===== config.mk =====
export PLATFORM = sky130hd
export DESIGN_NAME = max_priority_queue_scan
export DESIGN_NICKNAME = d
export VERILOG_FILES = /design/src/design/mpqs_pkg.sv /design/src/design/mpqs_ram.sv /design/src/design/max_priority_queue_scan.sv
export SDC_FILE = /design/constraint.sdc
export NUM_CORES = 1
export LEC_CHECK = 0
export ABC_AREA = 1
export BUFFER_PORTS_ARGS = -buffer_cell sky130_fd_sc_hd__clkbuf_2
export CAP_MARGIN = 20
export CORE_MARGIN = 2
export CORE_UTILIZATION = 35
export DETAILED_ROUTE_END_ITERATION = 10
export PLACE_DENSITY = 0.54
export SLEW_MARGIN = 0
export SYNTH_ARGS = -nofsm -noshare
export SYNTH_HDL_FRONTEND = slang
export SYNTH_SLANG_ARGS = --single-unit

===== constraint.sdc =====
create_clock -name clk -period 4.95 [get_ports clk]
set_input_delay 0.99 -clock clk [delete_from_list [all_inputs] [get_ports clk]]
set_output_delay 0.99 -clock clk [all_outputs]
set_load 0.01 [all_outputs]

===== src/design/mpqs_pkg.sv =====
package mpqs_pkg;

  // Storage geometry.
  localparam int QUEUE_DEPTH = 16;
  localparam int ADDR_W      = $clog2(QUEUE_DEPTH);
  localparam int COUNT_W     = $clog2(QUEUE_DEPTH + 1);

  // Field widths of one transaction.
  localparam int OP_W        = 2;
  localparam int DATA_W      = 16;
  localparam int STATUS_W    = 2;
  localparam int COUNT_OUT_W = 5;
  localparam int ENTRY_W     = 2 * DATA_W;

  // Operation codes.
  localparam logic [OP_W-1:0] OP_ENQUEUE = 2'd0;
  localparam logic [OP_W-1:0] OP_REMOVE  = 2'd1;
  localparam logic [OP_W-1:0] OP_PEEK    = 2'd2;

  // Status codes.
  localparam logic [STATUS_W-1:0] STATUS_OK    = 2'd0;
  localparam logic [STATUS_W-1:0] STATUS_FULL  = 2'd1;
  localparam logic [STATUS_W-1:0] STATUS_EMPTY = 2'd2;

endpackage


===== src/design/mpqs_ram.sv =====
module mpqs_ram #(
  parameter int WIDTH = 32,
  parameter int DEPTH = 16
) (
  input  logic                     clk,
  input  logic                     we,
  input  logic [$clog2(DEPTH)-1:0] waddr,
  input  logic [WIDTH-1:0]         wdata,
  input  logic [$clog2(DEPTH)-1:0] raddr,
  output logic [WIDTH-1:0]         rdata
);

  logic [WIDTH-1:0] mem [DEPTH];

  // One write port and one registered read port.
  always_ff @(posedge clk) begin
    if (we) begin
      mem[waddr] <= wdata;
    end
    rdata <= mem[raddr];
  end

endmodule


===== src/design/max_priority_queue_scan.sv =====
// Enqueue, full, empty and unknown operations: result strobe raised at the edge after the accepting edge.
// Peek: the strobe follows a scan that reads one entry per cycle through the single RAM read
// port and one comparator, and then the finish state.
// Remove: the same scan and finish state, then a shift state that compacts the entries behind the
// maximum. busy falls with the strobe, so the next transaction can be taken while the strobe is
// high; the receiver cannot stall. Synchronous reset empties the store (count zero).
module max_priority_queue_scan import mpqs_pkg::*; (
  input  logic                   clk,
  input  logic                   rst,
  input  logic                   start,
  output logic                   busy,
  input  logic [OP_W-1:0]        operation,
  input  logic [DATA_W-1:0]      process_id,
  input  logic [DATA_W-1:0]      wait_time,
  output logic                   done,
  output logic [STATUS_W-1:0]    status,
  output logic [DATA_W-1:0]      found_id,
  output logic [DATA_W-1:0]      found_time,
  output logic [COUNT_OUT_W-1:0] entry_count
);

  typedef enum logic [2:0] {
    S_IDLE,
    S_EXEC,
    S_SCAN,
    S_FIN,
    S_SHIFT
  } state_t;

  state_t              state;
  logic [OP_W-1:0]     op_q;
  logic [DATA_W-1:0]   pid_q;
  logic [DATA_W-1:0]   wt_q;
  logic [COUNT_W-1:0]  count;
  logic [COUNT_W-1:0]  ptr;
  logic                rd_valid;
  logic [ADDR_W-1:0]   rd_idx;
  logic                first;
  logic [ADDR_W-1:0]   best_idx;
  logic [DATA_W-1:0]   best_id;
  logic [DATA_W-1:0]   best_time;

  logic                issue;
  logic                ram_we;
  logic [ADDR_W-1:0]   ram_waddr;
  logic [ENTRY_W-1:0]  ram_wdata;
  logic [ENTRY_W-1:0]  ram_rdata;
  logic [DATA_W-1:0]   rd_id;
  logic [DATA_W-1:0]   rd_time;

  assign busy    = (state != S_IDLE);
  assign rd_id   = ram_rdata[ENTRY_W-1:DATA_W];
  assign rd_time = ram_rdata[DATA_W-1:0];

  // A read is issued each cycle of a scan or shift until the pointer reaches the count.
  assign issue = ((state == S_SCAN) || (state == S_SHIFT)) && (ptr != count);

  // Write port: append on enqueue, or move an entry down by one slot during compaction.
  always_comb begin
    ram_we    = 1'b0;
    ram_waddr = count[ADDR_W-1:0];
    ram_wdata = {pid_q, wt_q};
    if ((state == S_EXEC) && (op_q == OP_ENQUEUE) && (count != COUNT_W'(QUEUE_DEPTH))) begin
      ram_we = 1'b1;
    end else if ((state == S_SHIFT) && rd_valid) begin
      ram_we    = 1'b1;
      ram_waddr = rd_idx - ADDR_W'(1);
      ram_wdata = ram_rdata;
    end
  end

  mpqs_ram #(
    .WIDTH(ENTRY_W),
    .DEPTH(QUEUE_DEPTH)
  ) u_store (
    .clk  (clk),
    .we   (ram_we),
    .waddr(ram_waddr),
    .wdata(ram_wdata),
    .raddr(ptr[ADDR_W-1:0]),
    .rdata(ram_rdata)
  );

  // Sequencer with the registered result. The strobe is only ever raised on the way back
  // to idle, so the idle state is where it drops again.
  always_ff @(posedge clk) begin
    if (rst) begin
      state    <= S_IDLE;
      done     <= 1'b0;
      count    <= '0;
      rd_valid <= 1'b0;
    end else begin
      rd_valid <= issue;
      rd_idx   <= ptr[ADDR_W-1:0];
      unique case (state)
        S_IDLE: begin
          done <= 1'b0;
          if (start) begin
            op_q  <= operation;
            pid_q <= process_id;
            wt_q  <= wait_time;
            state <= S_EXEC;
          end
        end
        S_EXEC: begin
          case (op_q) inside
            OP_ENQUEUE: begin
              done       <= 1'b1;
              found_id   <= '0;
              found_time <= '0;
              state      <= S_IDLE;
              if (count == COUNT_W'(QUEUE_DEPTH)) begin
                status      <= STATUS_FULL;
                entry_count <= COUNT_OUT_W'(count);
              end else begin
                status      <= STATUS_OK;
                count       <= count + COUNT_W'(1);
                entry_count <= COUNT_OUT_W'(count + COUNT_W'(1));
              end
            end
            OP_REMOVE, OP_PEEK: begin
              if (count == '0) begin
                done        <= 1'b1;
                status      <= STATUS_EMPTY;
                found_id    <= '0;
                found_time  <= '0;
                entry_count <= COUNT_OUT_W'(count);
                state       <= S_IDLE;
              end else begin
                ptr   <= '0;
                first <= 1'b1;
                state <= S_SCAN;
              end
            end
            default: begin
              done        <= 1'b1;
              status      <= STATUS_OK;
              found_id    <= '0;
              found_time  <= '0;
              entry_count <= COUNT_OUT_W'(count);
              state       <= S_IDLE;
            end
          endcase
        end
        S_SCAN: begin
          if (issue) begin
            ptr <= ptr + COUNT_W'(1);
          end
          // Strictly greater keeps the earliest entry on ties.
          if (rd_valid) begin
            if (first || (rd_time > best_time)) begin
              best_id   <= rd_id;
              best_time <= rd_time;
              best_idx  <= rd_idx;
            end
            first <= 1'b0;
            if (!issue) begin
              state <= S_FIN;
            end
          end
        end
        S_FIN: begin
          if (op_q == OP_PEEK) begin
            done        <= 1'b1;
            status      <= STATUS_OK;
            found_id    <= best_id;
            found_time  <= best_time;
            entry_count <= COUNT_OUT_W'(count);
            state       <= S_IDLE;
          end else begin
            ptr   <= COUNT_W'(best_idx) + COUNT_W'(1);
            state <= S_SHIFT;
          end
        end
        S_SHIFT: begin
          if (issue) begin
            ptr <= ptr + COUNT_W'(1);
          end
          // Finished once every entry behind the maximum has moved down.
          if (!issue && !rd_valid) begin
            count       <= count - COUNT_W'(1);
            done        <= 1'b1;
            status      <= STATUS_OK;
            found_id    <= best_id;
            found_time  <= best_time;
            entry_count <= COUNT_OUT_W'(count - COUNT_W'(1));
            state       <= S_IDLE;
          end
        end
        default: begin
          done  <= 1'b0;
          state <= S_IDLE;
        end
      endcase
    end
  end

endmodule


==> impl_metrics.json, run 1 <==
{
  "grt_pass1_wl_um": 98580,
  "r2r-end": "found_id[15]",
  "cts_max_level": 3,
  "die_w_um": 277.9,
  "hold_viol": 0,
  "portBuffers": 77,
  "critPathRequiredTime_ns": 5.20,
  "pre_cts_slack_ns": 1.386,
  "via_per_inst": 5.266,
  "holdPathEnd": "best_id[15]",
  "wl_met1_um": 30220,
  "fillers": 6885,
  "top_layer": "met4",
  "r2r.worst_path.cells": 10,
  "final_util": 0.4054,
  "async_flop_share": 0,
  "hp-start": "u_store.rdata[31]",
  "area_delta_synth_final_pct": 14.73,
  "antenna_found_initial": 0,
  "wl_per_cell_um": 21.57,
  "switching_share": 0.2165,
  "worstHoldPathCells": 0,
  "setup_slack_ns": 1.383,
  "numCtsBuffers": 70,
  "start_util": 0.3534,
  "cts-resized-gates": 0,
  "cap_violations": 0,
  "power_frac_comb": 0.050,
  "crit_path_end_kind": "flip-flop",
  "syn_area_um2": 26260,
  "max_freq_mhz": 280.3,
  "grt_usage": 0.1696,
  "start_kind": "flip-flop",
  "synth_cell_types": 39,
  "slew_headroom": 0.2753,
  "syn_avg_cell_area_um2": 13.26,
  "cts_hold_buf": 0,
  "ys.flop_type": "edfxtp_1",
  "crit_type": "flip-flop to flip-flop",
  "crit_path_max_fanout": 35,
  "num_antenna_cells": 0,
  "fin_cells": 3063,
  "total_power_mw": 12.26,
  "fin_skew_ns": 0.02301,
  "rsz0062_at_grt": "no",
  "tightest_slew_ns": 1.084,
  "p_seq_frac": 0.519,
  "wl_met2_um": 29820,
  "net-switching-power_mw": 2.655,
  "finalSetupViolations": 0,
  "regArea_um2": 19790,
  "setup_tns_ns": 0,
  "ant_nets": 0,
  "wl_um": 66070,
  "fin_crit_sh": 0.7207,
  "ios": 78,
  "grt_max_degree": 189,
  "multi_input_area_um2": 5756,
  "dieArea_um2": 77240,
  "yosys_warnings": 0,
  "gp_congestion": 0.8356,
  "synth_enable_flop_cells": 631,
  "clk_latency_ns": 0.61,
  "post_cts_buffers": 0,
  "clk_root_buffer_cell": "clkbuf_16",
  "clkTransAtPathRegs_ns": 0.06,
  "dpl.hpwl_um": 38900,
  "power_density_nw_per_um2": 406.8,
  "core-area_um2": 74320,
  "nets": 2099,
  "whs_ns": 0.4299,
  "max-vdd-ir-drop_v": 0.0002183,
  "first_pass_iters": 8,
  "synth_seq_cells": 673,
  "power_frac_clock": 0.432,
  "r2r_start": "ptr[3]",
  "arrival_ns": 3.82,
  "min_path_type": "flip-flop to flip-flop",
  "grt_pass1_vias": 15760,
  "synthCells": 1981,
  "cts_tree": "done",
  "globalRoute.totalOverflow": 0,
  "rows": 100,
  "drive_gt1_frac": 0.1203,
  "finalCriticalPeriod_ns": 3.567,
  "dr.first_iter.drc_count": 1434,
  "die_h_um": 277.9,
  "synth_nets": 2040,
  "p_int_mw": 9.604,
  "leakagePower_nw": 10.18,
  "status": "complete, no violations",
  "dp.cells": 2930,
  "seq_area_frac_synth": 0.7535,
  "place_area_um2": 27680,
  "worst-r2r-setup-slack_ns": 1.38,
  "drv_slew": 0,
  "fin_area_um2": 30130,
  "clockBufferDepth": 3,
  "vias": 16130,
  "route.met3.wl_um": 4464,
  "drcViolationCount": 0,
  "cts.sinks": 673
}
-- per-layer routing --
metal	up-vias	GRT usage
met4	0	0.05516
li1	7419	-
met3	104	0.03007
met1	8051	0.2447
met2	555	0.2596
met5	-	0
-- sequential cells by signal, summed over array words and instances, names as in the netlist, 5 cells and up --
name / flops
best_id: 16
pid_q: 16
ptr: 5
u_store.rdata: 32
u_store.mem: 512
wt_q: 16
count: 5
best_time: 16
found_time: 16
entry_count: 5
found_id: 16
-- power by group through the flow --
stage                     Combinational [mW]  Clock, mW  Sequential [mW]
final                                  0.608       5.29             6.36
after detailed placement               0.610          0             6.48
after CTS                              0.611       5.40             6.36
after global routing                   0.675       5.62             6.36
after global placement                 0.601          0             6.47
after floorplan                        0.365          0             6.46
-- critical path: stages, from the launching register on --
cell and delay (ns):
edfxtp_1 0.33, buf_4 0.44, inv_2 0.46, nand2_1 0.18, nand2_1 0.07, nor2_1 0.16
nand4_1 0.13, nand2_2 0.26, nand2_1 0.15, nor2_4 0.56, buf_4 0.45
-- cell families (layout without fill, tap and decap cells) --
| logic type | after synthesis | count (layout) | synth area share |
|---|---|---|---|
| AND/OR/NAND/NOR | 613 | 613 | 0.09285 |
| flip-flops | 673 | 673 | 0.7535 |
| adder cells (fa/ha/maj) | 22 | 22 | 0.01048 |
| buffers and inverters | 200 | 313 | 0.03292 |
| XOR/XNOR | 5 | 5 | 0.001668 |
| AO/OA/AOI/OAI | 468 | 468 | 0.1086 |
-- cells in the final DEF, fill, tap and decap left out, types with 19 or more instances in the layout --
master     synthesis  routed
inv_1             75      74
dfxtp_1           42      42
clkbuf_16          0      72
nor2_4             1      19
nand2_1          205     205
ha_1              22      22
o211ai_1          43      43
nor2_1           334     316
o22ai_1           41      41
clkbuf_2           4      77
nand3_1           50      50
o21ai_0          245     245
edfxtp_1         631     631
o221ai_1          88      88
o21ai_1           28      28
-- synthesized netlist by cell type (22+ instances only) --
library cell | instances | area share
edfxtp_1 | 631 | 0.72
nor2_1 | 334 | 0.048
o21ai_0 | 245 | 0.047
nand2_1 | 205 | 0.029
o221ai_1 | 88 | 0.029
inv_1 | 75 | 0.011
clkbuf_1 | 68 | 0.0097
nand3_1 | 50 | 0.0095
o211ai_1 | 43 | 0.012
dfxtp_1 | 42 | 0.032
o22ai_1 | 41 | 0.0098
buf_2 | 34 | 0.0065
o21ai_1 | 28 | 0.0053
ha_1 | 22 | 0.010
-- worst max-delay path by stage --
stage / from / slack, ns / cells after the start / to
after floorplan: rst / 1.47 / 3 / best_id[0]
after global placement: ptr[3] / 1.45 / 10 / found_id[5]
after detailed placement: ptr[3] / 1.39 / 10 / found_id[11]
after CTS: ptr[3] / 1.35 / 10 / found_id[15]
after global routing: ptr[3] / 1.16 / 10 / found_id[15]
final: ptr[3] / 1.38 / 10 / found_id[15]
-- cell type report --
class,count,share of cell area
sequential,673,0.6568
multi-input combinational,1108,0.1910
timing repair buffer,106,0.02525
clock buffer,91,0.06316
clock inverter,35,0.01333
tap,969,0.04024
inverter,81,0.01026
(Power assumes the default switching activity.)
==> run 2: changes to the inputs <==
--- a/config.mk
+++ b/config.mk
@@ -11,7 +11,7 @@
 export CORE_MARGIN = 2
 export CORE_UTILIZATION = 35
 export DETAILED_ROUTE_END_ITERATION = 10
-export PLACE_DENSITY = 0.54
+export PLACE_DENSITY = 0.56
 export SLEW_MARGIN = 0
 export SYNTH_ARGS = -nofsm -noshare
 export SYNTH_HDL_FRONTEND = slang
==> constraint.sdc (replaced) <==
create_clock -name clk -period 3.2 [get_ports clk]
set_input_delay 0.64 -clock clk [delete_from_list [all_inputs] [get_ports clk]]
set_output_delay 0.64 -clock clk [all_outputs]
set_load 0.01 [all_outputs]
==> impl_metrics.json, run 2 (same netlist as run 1, synthesis figures left out) <==
{
  "status": "complete, no violations",
  "fin_crit_sh": 0.9104,
  "first_pass_iters": 5,
  "num_antenna_cells": 0,
  "wl_um": 68470,
  "portBuffers": 77,
  "rsz0062_at_grt": "no",
  "r2r-end": "u_store.mem[11][5]",
  "dr.first_iter.drc_count": 1615,
  "ant_nets": 0,
  "die_h_um": 277.9,
  "wl_per_cell_um": 22.20,
  "numCtsBuffers": 72,
  "clkTransAtPathRegs_ns": 0.06,
  "crit_path_max_fanout": 32,
  "min_path_type": "input port to flip-flop",
  "finalCriticalPeriod_ns": 2.913,
  "critPathRequiredTime_ns": 3.43,
  "via_per_inst": 5.290,
  "cap_violations": 0,
  "max_freq_mhz": 343.3,
  "cts_hold_buf": 0,
  "cts-resized-gates": 0,
  "mostFrequentLayoutCell": "edfxtp_1",
  "fin_skew_ns": 0.02727,
  "crit_path_end_kind": "flip-flop",
  "die_w_um": 277.9,
  "hold_viol": 0,
  "start_kind": "flip-flop",
  "leakagePower_nw": 10.26,
  "drcViolationCount": 0,
  "start_util": 0.3534,
  "r2r_start": "count[0]",
  "rows": 100,
  "drv_slew": 0,
  "holdPathEnd": "pid_q[6]",
  "antenna_found_initial": 0,
  "dpl.hpwl_um": 39240,
  "cts_max_level": 3,
  "drive_gt1_frac": 0.1258,
  "worstHoldPathCells": 1,
  "r2r.worst_path.cells": 8,
  "cp-startpoint": "count[0]",
  "dieArea_um2": 77240,
  "grt_pass1_wl_um": 102600,
  "ios": 78,
  "largest_reg_flops": 512,
  "cts_tree": "done",
  "max-vdd-ir-drop_v": 0.0003373,
  "grt_usage": 0.1761,
  "grt_pass1_vias": 16000,
  "tightest_slew_ns": 1.087,
  "final_util": 0.4074,
  "regMostFlops": "u_store.mem",
  "fillers": 6912,
  "nets": 2116,
  "grt_max_degree": 191,
  "core-area_um2": 74320,
  "vias": 16310,
  "worst-r2r-setup-slack_ns": 0.29,
  "globalRoute.totalOverflow": 0,
  "cts.sinks": 673,
  "crit_type": "flip-flop to flip-flop",
  "gp_congestion": 0.8467,
  "setup_tns_ns": 0,
  "hp-start": "process_id[6]",
  "largestRegisters": "u_store.mem (512), u_store.rdata (32)",
  "power_density_nw_per_um2": 626.0,
  "layout_common_cells": "631 x edfxtp_1, 316 x nor2_1, 245 x o21ai_0, 205 x nand2_1, 88 x o221ai_1",
  "clk_latency_ns": 0.62,
  "total_power_mw": 18.95,
  "clockBufferDepth": 3,
  "whs_ns": 0.1987,
  "clk_root_buffer_cell": "clkbuf_16",
  "post_cts_buffers": 0,
  "slew_headroom": 0.2750,
  "area_delta_synth_final_pct": 15.28,
  "finalSetupViolations": 0,
  "arrival_ns": 3.14
}
run 2: changes by cell type in the layout (fill, tap and decap cells not counted), sizes merged:
cell,change
buf,+15
bufinv,-3
clkbuf,+7
clkinv,+1
inv,+1
run 2: where the power goes:
part	total [mW]	switching (mW)	internal, mW
combinational	0.950	0.696	0.254
sequential	9.84	0.0829	9.75
clock	8.17	3.39	4.77
run 2: layout make-up:
cell class / count / area (um2) / area share
Timing Repair Buffer: 121 / 890.9 / 0.02942
Sequential cell: 673 / 19790 / 0.6536
Tap cell: 969 / 1212 / 0.04004
Clock buffer: 98 / 1981 / 0.06542
Inverter: 81 / 309.0 / 0.01021
Clock inverter: 34 / 339.1 / 0.01120
Multi-Input combinational cell: 1108 / 5756 / 0.1901
run 2: metrics by stage:
stage	std cells	setup WS, ns	instance area, um2
finish	3084	0.2868	30280
global route	3084	0.1425	30280
CTS	3084	0.3157	30280
detailed placement	2952	0.3624	27960
global placement	2952	0.4484	27960
floorplan	1981	0.1108	26270
run 2: worst max-delay path, cell delays in order, from the launching register on:
cell and delay [ns]:
dfxtp_1 0.43, inv_1 0.18, ha_1 0.29, nand3_1 0.22
nand3_1 0.18, nand2_1 0.18, nand3b_1 0.35, nor2_4 0.21
buf_4 0.48
run 2: layer usage:
layer  up-vias  wire (um)  share of wire  global-route usage
met5         -          0              0                   0
met1      8227      30020           0.44              0.2417
met3        86       4176          0.061             0.02712
met2       546      32980           0.48              0.2899
li1       7454          -              -                   -
met4         0       1289          0.019             0.05031
run 2: how the worst max path moves through the flow:
stage	end	slack, ns	cells after the start
2_1_floorplan	u_store.mem[1][0]	0.11	7
5_1_grt	u_store.mem[8][1]	0.14	8
4_1_cts	u_store.mem[11][17]	0.32	8
6_report	u_store.mem[11][5]	0.29	8
3_3_place_gp	u_store.mem[9][15]	0.45	8
3_5_place_dp	u_store.mem[9][15]	0.36	8
